File: src/hdl/b32d_pkg.sv
// Shared types, status codes and the symbol lookup of the base32 text decoder.
package b32d_pkg;

    localparam logic [1:0] ST_OK       = 2'd0;
    localparam logic [1:0] ST_LENGTH   = 2'd1;
    localparam logic [1:0] ST_BAD_CHAR = 2'd2;
    localparam logic [1:0] ST_LEFTOVER = 2'd3;

    localparam logic [7:0] EXPECTED_RESET = 8'd32;
    localparam logic [8:0] COUNT_MAX      = 9'd511;

    typedef struct packed {
        logic       has_data;
        logic [7:0] data_byte;
        logic       has_status;
        logic [1:0] status;
    } t_entry;

    // Returns {valid, value}; letters are folded to lower case first.
    function automatic logic [5:0] sym_lookup(input logic [7:0] c);
        logic [7:0] lc;
        logic [5:0] r;
        lc = c;
        if (c >= 8'h41 && c <= 8'h5A) begin
            lc = c + 8'h20;
        end
        r = 6'd0;
        if (lc >= 8'h30 && lc <= 8'h39) begin
            r = {1'b1, 1'b0, lc[3:0] - 4'h0};
        end else begin
            case (lc)
                8'h6F: r = {1'b1, 5'd0};
                8'h69: r = {1'b1, 5'd1};
                8'h6C: r = {1'b1, 5'd1};
                8'h62: r = {1'b1, 5'd8};
                8'h61: r = {1'b1, 5'd10};
                8'h63: r = {1'b1, 5'd11};
                8'h64: r = {1'b1, 5'd12};
                8'h65: r = {1'b1, 5'd13};
                8'h66: r = {1'b1, 5'd14};
                8'h67: r = {1'b1, 5'd15};
                8'h68: r = {1'b1, 5'd16};
                8'h6A: r = {1'b1, 5'd17};
                8'h6B: r = {1'b1, 5'd18};
                8'h6D: r = {1'b1, 5'd19};
                8'h6E: r = {1'b1, 5'd20};
                8'h70: r = {1'b1, 5'd21};
                8'h71: r = {1'b1, 5'd22};
                8'h72: r = {1'b1, 5'd23};
                8'h73: r = {1'b1, 5'd24};
                8'h74: r = {1'b1, 5'd25};
                8'h75: r = {1'b1, 5'd26};
                8'h76: r = {1'b1, 5'd27};
                8'h77: r = {1'b1, 5'd28};
                8'h78: r = {1'b1, 5'd29};
                8'h79: r = {1'b1, 5'd30};
                8'h7A: r = {1'b1, 5'd31};
                default: r = 6'd0;
            endcase
        end
        return r;
    endfunction

endpackage

File: src/hdl/b32d_front.sv
// Front end: accepts characters, decodes symbols, assembles bytes and builds queue entries.
module b32d_front (
    input  logic              i_clk,
    input  logic              i_rst_n,
    input  logic              i_valid,
    input  logic [7:0]        i_char_code,
    input  logic              i_last,
    input  logic              i_room,
    input  logic              i_cfg_we,
    input  logic [7:0]        i_cfg_wdata,
    output logic              o_ready,
    output logic              o_push,
    output b32d_pkg::t_entry  o_entry
);
    import b32d_pkg::*;

    logic [6:0] r_bit_buffer;
    logic [3:0] r_bit_count;
    logic [8:0] r_byte_count;
    logic       r_bad_seen;
    logic [7:0] r_expected;

    logic [6:0] n_bit_buffer;
    logic [3:0] n_bit_count;
    logic [8:0] n_byte_count;
    logic       n_bad_seen;

    logic [5:0]  sym;
    logic [11:0] shifted;
    logic [3:0]  count_plus;
    logic [2:0]  rem;
    logic [6:0]  rem_mask;
    logic [11:0] byte_shift;
    logic        byte_done;
    logic        accept;
    logic [1:0]  status;

    assign o_ready = i_room;
    assign accept  = i_valid && i_room;

    always_comb begin
        sym        = sym_lookup(i_char_code);
        shifted    = {r_bit_buffer[6:0], sym[4:0]};
        count_plus = r_bit_count + 4'd5;
        rem        = 3'(count_plus - 4'd8);
        rem_mask   = 7'((8'd1 << rem) - 8'd1);
        byte_shift = shifted >> rem;
        byte_done  = sym[5] && (count_plus >= 4'd8);

        n_bit_buffer = r_bit_buffer;
        n_bit_count  = r_bit_count;
        n_byte_count = r_byte_count;
        n_bad_seen   = r_bad_seen;
        if (!sym[5]) begin
            n_bad_seen = 1'b1;
        end else if (byte_done) begin
            n_bit_buffer = shifted[6:0] & rem_mask;
            n_bit_count  = {1'b0, rem};
            if (r_byte_count != COUNT_MAX) begin
                n_byte_count = r_byte_count + 9'd1;
            end
        end else begin
            n_bit_buffer = shifted[6:0];
            n_bit_count  = count_plus;
        end

        if (n_byte_count != {1'b0, r_expected}) begin
            status = ST_LENGTH;
        end else if (n_bad_seen) begin
            status = ST_BAD_CHAR;
        end else if (n_bit_buffer != 7'd0) begin
            status = ST_LEFTOVER;
        end else begin
            status = ST_OK;
        end

        o_entry.has_data   = byte_done && !r_bad_seen;
        o_entry.data_byte  = byte_shift[7:0];
        o_entry.has_status = i_last;
        o_entry.status     = status;
        o_push             = accept && (o_entry.has_data || i_last);
    end

    always_ff @(posedge i_clk) begin
        if (!i_rst_n) begin
            r_bit_buffer <= '0;
            r_bit_count  <= '0;
            r_byte_count <= '0;
            r_bad_seen   <= 1'b0;
            r_expected   <= EXPECTED_RESET;
        end else begin
            if (i_cfg_we) begin
                r_expected <= i_cfg_wdata;
            end
            if (accept) begin
                if (i_last) begin
                    r_bit_buffer <= '0;
                    r_bit_count  <= '0;
                    r_byte_count <= '0;
                    r_bad_seen   <= 1'b0;
                end else begin
                    r_bit_buffer <= n_bit_buffer;
                    r_bit_count  <= n_bit_count;
                    r_byte_count <= n_byte_count;
                    r_bad_seen   <= n_bad_seen;
                end
            end
        end
    end

`ifndef SYNTHESIS
    a_count_range: assert property (@(posedge i_clk) disable iff (!i_rst_n)
        r_bit_count < 4'd8)
        else $error("pending bit count out of range");

    a_clear_after_last: assert property (@(posedge i_clk) disable iff (!i_rst_n)
        accept && i_last |=> r_byte_count == 9'd0 && r_bit_count == 4'd0 && !r_bad_seen)
        else $error("string state not cleared after last character");
`endif

endmodule

File: src/hdl/b32d_fifo.sv
// Short queue of result entries between the front and back ends.
module b32d_fifo #(
    parameter int DEPTH = 4
) (
    input  logic              i_clk,
    input  logic              i_rst_n,
    input  logic              i_push,
    input  b32d_pkg::t_entry  i_entry,
    input  logic              i_pop,
    output logic              o_room,
    output logic              o_empty,
    output b32d_pkg::t_entry  o_head
);
    import b32d_pkg::*;

    localparam int AW = (DEPTH > 1) ? $clog2(DEPTH) : 1;
    localparam int CW = $clog2(DEPTH + 1);

    t_entry         r_mem [DEPTH];
    logic [AW-1:0]  r_wr_ptr;
    logic [AW-1:0]  r_rd_ptr;
    logic [CW-1:0]  r_count;

    assign o_room  = r_count != CW'(DEPTH);
    assign o_empty = r_count == '0;
    assign o_head  = r_mem[r_rd_ptr];

    always_ff @(posedge i_clk) begin
        if (i_push) begin
            r_mem[r_wr_ptr] <= i_entry;
        end
    end

    always_ff @(posedge i_clk) begin
        if (!i_rst_n) begin
            r_wr_ptr <= '0;
            r_rd_ptr <= '0;
            r_count  <= '0;
        end else begin
            if (i_push) begin
                r_wr_ptr <= (r_wr_ptr == AW'(DEPTH - 1)) ? '0 : r_wr_ptr + AW'(1);
            end
            if (i_pop) begin
                r_rd_ptr <= (r_rd_ptr == AW'(DEPTH - 1)) ? '0 : r_rd_ptr + AW'(1);
            end
            if (i_push && !i_pop) begin
                r_count <= r_count + CW'(1);
            end else if (i_pop && !i_push) begin
                r_count <= r_count - CW'(1);
            end
        end
    end

`ifndef SYNTHESIS
    a_no_overflow: assert property (@(posedge i_clk) disable iff (!i_rst_n)
        r_count == CW'(DEPTH) |-> !i_push)
        else $error("queue written while full");
`endif

endmodule

File: src/hdl/b32d_back.sv
// Back end: expands queue entries into data and status items in the output register.
module b32d_back (
    input  logic              i_clk,
    input  logic              i_rst_n,
    input  logic              i_empty,
    input  b32d_pkg::t_entry  i_head,
    input  logic              i_ready,
    output logic              o_pop,
    output logic              o_valid,
    output logic [7:0]        o_data_byte,
    output logic              o_is_status,
    output logic [1:0]        o_status,
    output logic              o_end_mark
);
    import b32d_pkg::*;

    logic       r_valid;
    logic [7:0] r_data_byte;
    logic       r_is_status;
    logic [1:0] r_status;
    logic       r_sub;
    logic       load;
    logic       take_data;

    assign load      = (!r_valid || i_ready) && !i_empty;
    assign take_data = i_head.has_data && !r_sub;
    assign o_pop     = load && (!take_data || !i_head.has_status);

    assign o_valid     = r_valid;
    assign o_data_byte = r_data_byte;
    assign o_is_status = r_is_status;
    assign o_status    = r_status;
    assign o_end_mark  = r_is_status;

    always_ff @(posedge i_clk) begin
        if (load) begin
            r_data_byte <= take_data ? i_head.data_byte : 8'd0;
            r_is_status <= !take_data;
            r_status    <= take_data ? ST_OK : i_head.status;
        end
    end

    always_ff @(posedge i_clk) begin
        if (!i_rst_n) begin
            r_valid <= 1'b0;
            r_sub   <= 1'b0;
        end else begin
            if (load) begin
                r_valid <= 1'b1;
                r_sub   <= take_data && i_head.has_status;
            end else if (i_ready) begin
                r_valid <= 1'b0;
            end
        end
    end

`ifndef SYNTHESIS
    a_sub_has_head: assert property (@(posedge i_clk) disable iff (!i_rst_n)
        r_sub |-> !i_empty && i_head.has_status)
        else $error("status half pending without a queued entry");
`endif

endmodule

File: src/hdl/base32_text_decoder.sv
// Top level of the base32 text decoder.
//
// The input stream carries one text character per item in s_axis tdata, with
// tlast on the final character of a string. Each valid character adds five bits;
// whenever eight bits are ready a data item goes out on m_axis. The last
// character also produces a status item (tuser high, tlast high) that reports
// length mismatch, invalid character or nonzero leftover bits. Data items are
// suppressed after an invalid character in the same string.
// The character stream is taken at one item per cycle while the queue has room. A
// result passes through the queue and then the output register: its entry is
// written into the queue at the accepting edge and moves into the output register
// once that register is free. A final character that also completes a byte
// yields a data item and then a status item; the queue of QUEUE_DEPTH entries
// absorbs that, and tready drops only when the queue is full.
// When the receiver stalls, the output register holds and the queue fills, then
// the input side stalls. Reset clears the string state and the queue and sets
// the expected length to 32; the length register is written with i_cfg_we, which
// the user must assert only while the block is idle; the block does not enforce it.
module base32_text_decoder #(
    parameter int QUEUE_DEPTH = 4
) (
    input  logic        i_clk,
    input  logic        i_rst_n,
    input  logic        i_s_axis_tvalid,
    output logic        o_s_axis_tready,
    input  logic [7:0]  i_s_axis_tdata,   // char_code[7:0]
    input  logic        i_s_axis_tlast,
    output logic        o_m_axis_tvalid,
    input  logic        i_m_axis_tready,
    output logic [15:0] o_m_axis_tdata,   // data_byte[7:0], status[9:8], zero[15:10]
    output logic        o_m_axis_tuser,   // is_status[0]
    output logic        o_m_axis_tlast,
    input  logic        i_cfg_we,
    input  logic [7:0]  i_cfg_wdata
);
    import b32d_pkg::*;

    logic       room;
    logic       push;
    logic       pop;
    logic       empty;
    t_entry     entry;
    t_entry     head;
    logic [7:0] data_byte;
    logic [1:0] status;

    b32d_front u_front (
        .i_clk       (i_clk),
        .i_rst_n     (i_rst_n),
        .i_valid     (i_s_axis_tvalid),
        .i_char_code (i_s_axis_tdata),
        .i_last      (i_s_axis_tlast),
        .i_room      (room),
        .i_cfg_we    (i_cfg_we),
        .i_cfg_wdata (i_cfg_wdata),
        .o_ready     (o_s_axis_tready),
        .o_push      (push),
        .o_entry     (entry)
    );

    b32d_fifo #(
        .DEPTH (QUEUE_DEPTH)
    ) u_fifo (
        .i_clk   (i_clk),
        .i_rst_n (i_rst_n),
        .i_push  (push),
        .i_entry (entry),
        .i_pop   (pop),
        .o_room  (room),
        .o_empty (empty),
        .o_head  (head)
    );

    b32d_back u_back (
        .i_clk       (i_clk),
        .i_rst_n     (i_rst_n),
        .i_empty     (empty),
        .i_head      (head),
        .i_ready     (i_m_axis_tready),
        .o_pop       (pop),
        .o_valid     (o_m_axis_tvalid),
        .o_data_byte (data_byte),
        .o_is_status (o_m_axis_tuser),
        .o_status    (status),
        .o_end_mark  (o_m_axis_tlast)
    );

    assign o_m_axis_tdata = {6'd0, status, data_byte};

endmodule

File: config.mk
export PLATFORM = sky130hd
export DESIGN_NAME = base32_text_decoder
export DESIGN_NICKNAME = d
export VERILOG_FILES = /design/src/hdl/b32d_pkg.sv /design/src/hdl/b32d_front.sv /design/src/hdl/b32d_fifo.sv /design/src/hdl/b32d_back.sv /design/src/hdl/base32_text_decoder.sv
export SDC_FILE = /design/constraint.sdc
export NUM_CORES = 1
export LEC_CHECK = 0
export ABC_AREA = 1
export BUFFER_PORTS_ARGS = -buffer_cell sky130_fd_sc_hd__buf_2
export CAP_MARGIN = 20
export CORE_MARGIN = 1
export CORE_UTILIZATION = 50
export DETAILED_ROUTE_END_ITERATION = 10
export GPL_ROUTABILITY_DRIVEN = 0
export HOLD_SLACK_MARGIN = 0.1
export PLACE_DENSITY = 0.68
export SLEW_MARGIN = 25
export SYNTH_ARGS = -nofsm -noshare
export SYNTH_HDL_FRONTEND = slang
export SYNTH_HIERARCHICAL = 1
export SYNTH_SLANG_ARGS = --single-unit
File: constraint.sdc
create_clock -name i_clk -period 3.7 [get_ports i_clk]
set_input_delay 0.74 -clock i_clk [delete_from_list [all_inputs] [get_ports i_clk]]
set_output_delay 0.74 -clock i_clk [all_outputs]
set_load 0.005 [all_outputs]
# [Word level (Yosys, flattened, before mapping)]
# Memory sizes are Yosys's and may differ from the RTL's. A register that Yosys moved wholly into a read port is not among the register bits.
# Cells that the tools add are included.
[classes] add_sub_neg=9 mul=0 n_div=0 n_lt_le_gt_ge=5 eq_ne=5 shift=2 n_mux=28 bitwise_logic=1 n_reduce_logical=29
[op_table] cell="two-way mux 9 bit" n=4
[op_table] cell="two-way mux 7 bit" n=3
[op_table] cell="two-way mux 2 bit" n=7
[op_table] cell="logical AND 1 bit" n=12
[op_table] cell="two-way mux 4 bit" n=3
[op_table] cell="two-way mux 6 bit" n=2
[op_table] cell="right shift 12 x 3 -> 8 bit" n=1
[op_table] cell="adder 9 x 1 -> 9 bit, second input constant" n=1
[op_table] cell="!= test 9 x 8 -> 1 bit" n=1
[op_table] cell="!= test 9 bit, second input constant" n=1
[op_table] cell="adder 8 x 6 -> 8 bit, second input constant" n=1
[op_table] cell="greater-or-equal comparator 8 x 6 -> 1 bit, second input constant" n=1
[op_table] cell="greater-or-equal comparator 8 x 7 -> 1 bit, second input constant" n=1
[op_table] cell="<= comparator 8 x 6 -> 1 bit, second input constant" n=1
[op_table] cell="<= comparator 8 x 7 -> 1 bit, second input constant" n=1
[op_table] cell="zero test 1 bit" n=8
[op_table] cell="two-way mux 8 bit" n=1
[op_table] cell="bitwise AND 7 bit" n=1
[op_table] cell="nonzero test 7 bit" n=1
[op_table] cell="left shift 1 x 3 -> 7 bit, first input constant" n=1
[op_table] cell="subtractor 7 x 1 -> 7 bit, second input constant" n=1
[op_table] cell="two-way mux 1 bit" n=6
[op_table] cell="two-way mux 3 bit" n=2
[op_table] cell="nonzero test 2 bit" n=3
[op_table] cell="10 further kinds" n=15
[totals] reg_bits=49 latchBits=0 mem_bits_rw=48 romBits=768 inputBits=22 out_inout_bits=20 n_memories=2
[memory_table] memory="(no name shown)" depth=128 word_bits=6 rd=1 rd_clocked_by_memory_dff=0 write_ports=0 line_no="b32d_pkg.sv:31" source="case (lc)"
[memory_table] memory="u_fifo.r_mem" depth=4 word_bits=12 rd=1 rd_clocked_by_memory_dff=1 write_ports=1 line_no="b32d_fifo.sv:19" source="t_entry r_mem [DEPTH];"

# [Logic depth before layout (Yosys ltp)]
[logic_depth] word_depth=14 depth_mapped=25 ltp_nobuf=24

# [By module]
# The synthesis kept the hierarchy.
[modules_own_cells] module="b32d_front" n_inst=1 cells_per_inst=467 area_each_um2=2742.6
[modules_own_cells] module="b32d_fifo" n_inst=1 cells_per_inst=176 area_each_um2=2242.2
[modules_own_cells] module="b32d_back" n_inst=1 cells_per_inst=50 area_each_um2=553.0
[modules_own_cells] module="base32_text_decoder" n_inst=1 cells_per_inst=7 area_each_um2=48.8

# [Worst setup path before layout]
# No wires, ideal clock.
[synth_path] kind="in2reg" from="in i_s_axis_tdata[1]" to="reg u_fifo.r_count[2]" setup_ns=0.110 t_arrival_ns=3.243 t_required_ns=3.590 setup_slack_ns=0.347 cell_stages=23 n_path_buf=1 cell_sequence="inv_1 ha_1 inv_1 nor2_1 nand3_1 nand2_1 nor2_1 nor2_1 nand3_2 nand2_2 nand2_1 buf_4 nor2_1 o21a_1 ha_1 inv_1 fa_1 inv_1 nand2_1 nand3_1 nand2_1 inv_1 nor2_1"
[synth_rtl] item="from (decl)" line_no="base32_text_decoder.sv:26" source="input logic [7:0] i_s_axis_tdata,"
[synth_rtl] item="to (signal assigned)" line_no="b32d_fifo.sv:47" source="r_count <= r_count + CW'(1);"
[synth_rtl] item="to (signal assigned)" line_no="b32d_fifo.sv:49" source="r_count <= r_count - CW'(1);"
[synth_rtl] item="to (decl)" line_no="b32d_fifo.sv:22" source="logic [CW-1:0] r_count;"

==> results.yml <==
logic_synthesis:
  synthesis.instances: 700
  synth_enable_flop_cells: 59
  yosys_warnings: 6
  synthesized_flop_and_latch_total: 99
  postSynth.topFlopCell: "sky130_fd_sc_hd__edfxtp_1"
  synth_area_per_cell_um2: 7.98
  dominant_cells_by_area_after_synthesis: "sky130_fd_sc_hd__edfxtp_1 32%, sky130_fd_sc_hd__dfxtp_1 14%, sky130_fd_sc_hd__nand2_1 10%"
  ys_async_sr_fraction: 0
  yosys.cell_types.count: 42
  ys_seq_area_frac: 0.460
  synth.largest_area_cell: "sky130_fd_sc_hd__edfxtp_1"
  post-synth-top-area-fraction: 0.317
  netlist_area_um2: 5590
final_layout:
  layout.core_utilization: 0.551
  final_layout_size_suffix_gt1_frac: 0.124
  fin_nets: 772
  post-route-cell-area_um2: 5970
  antenna_cells: 0
  layout_common_cells: "150 x sky130_fd_sc_hd__nand2_1, 87 x sky130_fd_sc_hd__nor2_1, 78 x sky130_fd_sc_hd__inv_1"
  synthToLayoutAreaGrowth_pct: 6.90
  fill_cells: 999
  layout.cells.most_common: "sky130_fd_sc_hd__nand2_1"
critical_path:
  path_max_fanout: 6
  crit_path_end_kind: "flop"
  worst-setup-path-type: "in2reg"
  worstPathArrival_ns: 3.53
  crit_required_ns: 3.98
  worstSetupStartpointType: "input port"
placement:
  place.detailed.hpwl_um: 8480
  placed_cell_area_um2: 5790
  place.port_buffers: 35
timing:
  clock_skew_ns: 0.0130
  timing_hold_violations_final: 0
  final.min_clock_period_ns: 3.25
  grt_setup_unrepaired: "no"
  achievable-frequency_mhz: 308
  timing_worst_slew_pin_value_ns: 0.698
  slew-limit-headroom: 0.533
  final.period_utilization: 0.878
  setup_viol_count_final: 0
  drv_slew: 0
  totalNegativeSetupSlack_ns: 0
detailed_routing:
  firstDrtPassIters: 5
  vias_after_detailed_routing: 4561
  wire_length_per_cell_um: 13.4
  wirelength_um: 11700
  routed_via_density: 5.22
  detail_route.iter0.violations: 267
  drt_drc_violations_left: 0
  antenna_violating_nets_post_route: 0
global_route:
  busiest_layer: "met2"
  use_met1: 0.276
  first_global_vias: 4224
  routing_usage_on_met3: 0.0430
  grt_overflow: 0
  grt_util_all_layers: 0.215
  number_of_antenna_violations_at_the_first_check_in_global_routing: 0
  met2_usage: 0.363
  grt_start_max_net_pins: 20
  grt_first_pass_wirelength_um: 19700
pwr:
  power.ir.vdd_worst_mv: 0.269
  total_switching_power_uw: 1100
  sequentialPowerShare: 0.479
  power_density_nw_per_um2: 510
  p_int_uw: 1940
  power.static_leakage_uw: 0.00254
  power.combinational.fraction: 0.306
  clock_power_share: 0.215
  sw_frac_of_total: 0.362
clock_tree:
  cts-hold-fix-buffers: 0
  tritoncts_num_sinks: 99
  tritoncts: "done"
  post_cts_resized: 0
  tritoncts.num_buffers: 9
  cts.root.buffer_cell: "sky130_fd_sc_hd__clkbuf_8"
  clk_pin_slew_ns: 0.10
  htreeDepth: 3
  post_cts_setup_buffers: 0
  clk_path_buf_depth: 2
  clock_latency_ns: 0.37
job:
  drv_cap: 0
floorplanning:
  die_h_um: 108
  io_pins: 42
  die_area_um2: 11600
  core_region_area_um2: 10800
  initial_core_util: 0.515
  die-width_um: 108
  placement_rows: 38
status:
  run_status: "finished, final reports clean"
min_path:
  hold_path_class: "reg2reg"
## registers in the layout, summed over array words and instances, names as in the netlist, named ones only
name and flops:
u_back/r_sub 1, u_front/r_bit_count 4, u_fifo/r_rd_ptr 2, u_front/r_expected 8, u_fifo/r_mem 48, u_back/o_valid 1
u_fifo/r_wr_ptr 2, u_back/o_status 2, u_fifo/r_count 3, u_front/r_bit_buffer 7, u_back/o_end_mark 1, u_front/r_bad_seen 1
u_front/r_byte_count 9, u_back/o_data_byte 8
## power by group through the flow
stage,Clock [uW],Combinational [uW],Sequential [uW]
after floorplan,0,754,1450
final,655,931,1460
after CTS,675,939,1460
after global placement,0,900,1480
after global routing,715,1080,1490
after detailed placement,0,936,1490
## cell type report
type	count	area (um^2)	share of cell area
repair buffers	46	258	0.0432
clock inverters	7	57.6	0.00964
multi-input cells	487	2470	0.413
inverters	85	319	0.0534
clock buffers	9	124	0.0207
well taps	140	175	0.0293
flip-flops and latches	99	2570	0.431
## worst paths after layout
check                                                          from                                   to  slack (ns)  cells after the start
worst min-delay path            u_front/r_bit_count[3]$_SDFFE_PN0P_  u_front/r_bit_count[3]$_SDFFE_PN0P_        0.48                      2
worst max-delay path                              i_s_axis_tdata[1]       u_fifo/r_count[2]$_SDFFE_PN0P_        0.45                     23
worst max register to register  u_front/r_bit_count[0]$_SDFFE_PN0P_       u_fifo/r_count[2]$_SDFFE_PN0P_        0.66                     18
worst min register to register  u_front/r_bit_count[3]$_SDFFE_PN0P_  u_front/r_bit_count[3]$_SDFFE_PN0P_        0.48                      2
## cells in the mapped netlist (all sizes together), types with 7 or more instances
cell type / n
nand2: 160
nor2: 96
inv: 84
o21ai: 72
edfxtp: 59
nand3: 42
dfxtp: 40
a21oi: 34
buf: 24
ha: 21
o22ai: 15
clkbuf: 10
nand3b: 7
## metrics by stage
step	power [uW]	std cells	hold WS [ns]	setup slack, ns
CTS	3080	873	0.467	0.480
global route	3280	873	0.495	0.192
finish	3050	873	0.478	0.450
detailed placement	2420	857	0.448	0.115
global placement	2380	857	0.438	0.354
floorplan	2200	705	0.423	0.347
## critical path: stages
cell	delay, ns
sky130_fd_sc_hd__buf_2	0.14
sky130_fd_sc_hd__inv_1	0.12
sky130_fd_sc_hd__ha_1	0.18
sky130_fd_sc_hd__inv_1	0.05
sky130_fd_sc_hd__nor2_1	0.14
sky130_fd_sc_hd__nand3_1	0.17
sky130_fd_sc_hd__nand2_1	0.14
sky130_fd_sc_hd__nor2_1	0.06
sky130_fd_sc_hd__nor2_1	0.13
sky130_fd_sc_hd__nand3_2	0.15
sky130_fd_sc_hd__nand2_2	0.10
sky130_fd_sc_hd__nand2_1	0.06
sky130_fd_sc_hd__nor2_1	0.16
sky130_fd_sc_hd__o21a_1	0.17
sky130_fd_sc_hd__ha_1	0.19
sky130_fd_sc_hd__inv_1	0.07
sky130_fd_sc_hd__fa_1	0.38
sky130_fd_sc_hd__inv_1	0.07
sky130_fd_sc_hd__nand2_1	0.08
sky130_fd_sc_hd__nand3_1	0.09
sky130_fd_sc_hd__nand2_1	0.06
sky130_fd_sc_hd__inv_1	0.05
sky130_fd_sc_hd__nor2_1	0.03
## layer usage
layer / routed length, um / part of all wire
met5: 0 / 0
met4: 223 / 0.019
met3: 457 / 0.039
met2: 5640 / 0.48
met1: 5360 / 0.46
## cell families (layout without fill, tap and decap cells)
kind of cell    Yosys count  after routing  synth area share
simple gates            318            318             0.245
flops                    99             99             0.460
buf+inv                 119            147             0.101
compound gates          132            132             0.127
other cells               1              6          0.000671
fa+ha+maj                22             22            0.0506
xor+xnor                  7              7            0.0110
mux                       2              2           0.00358
Power figures use the tool's default switching activity.
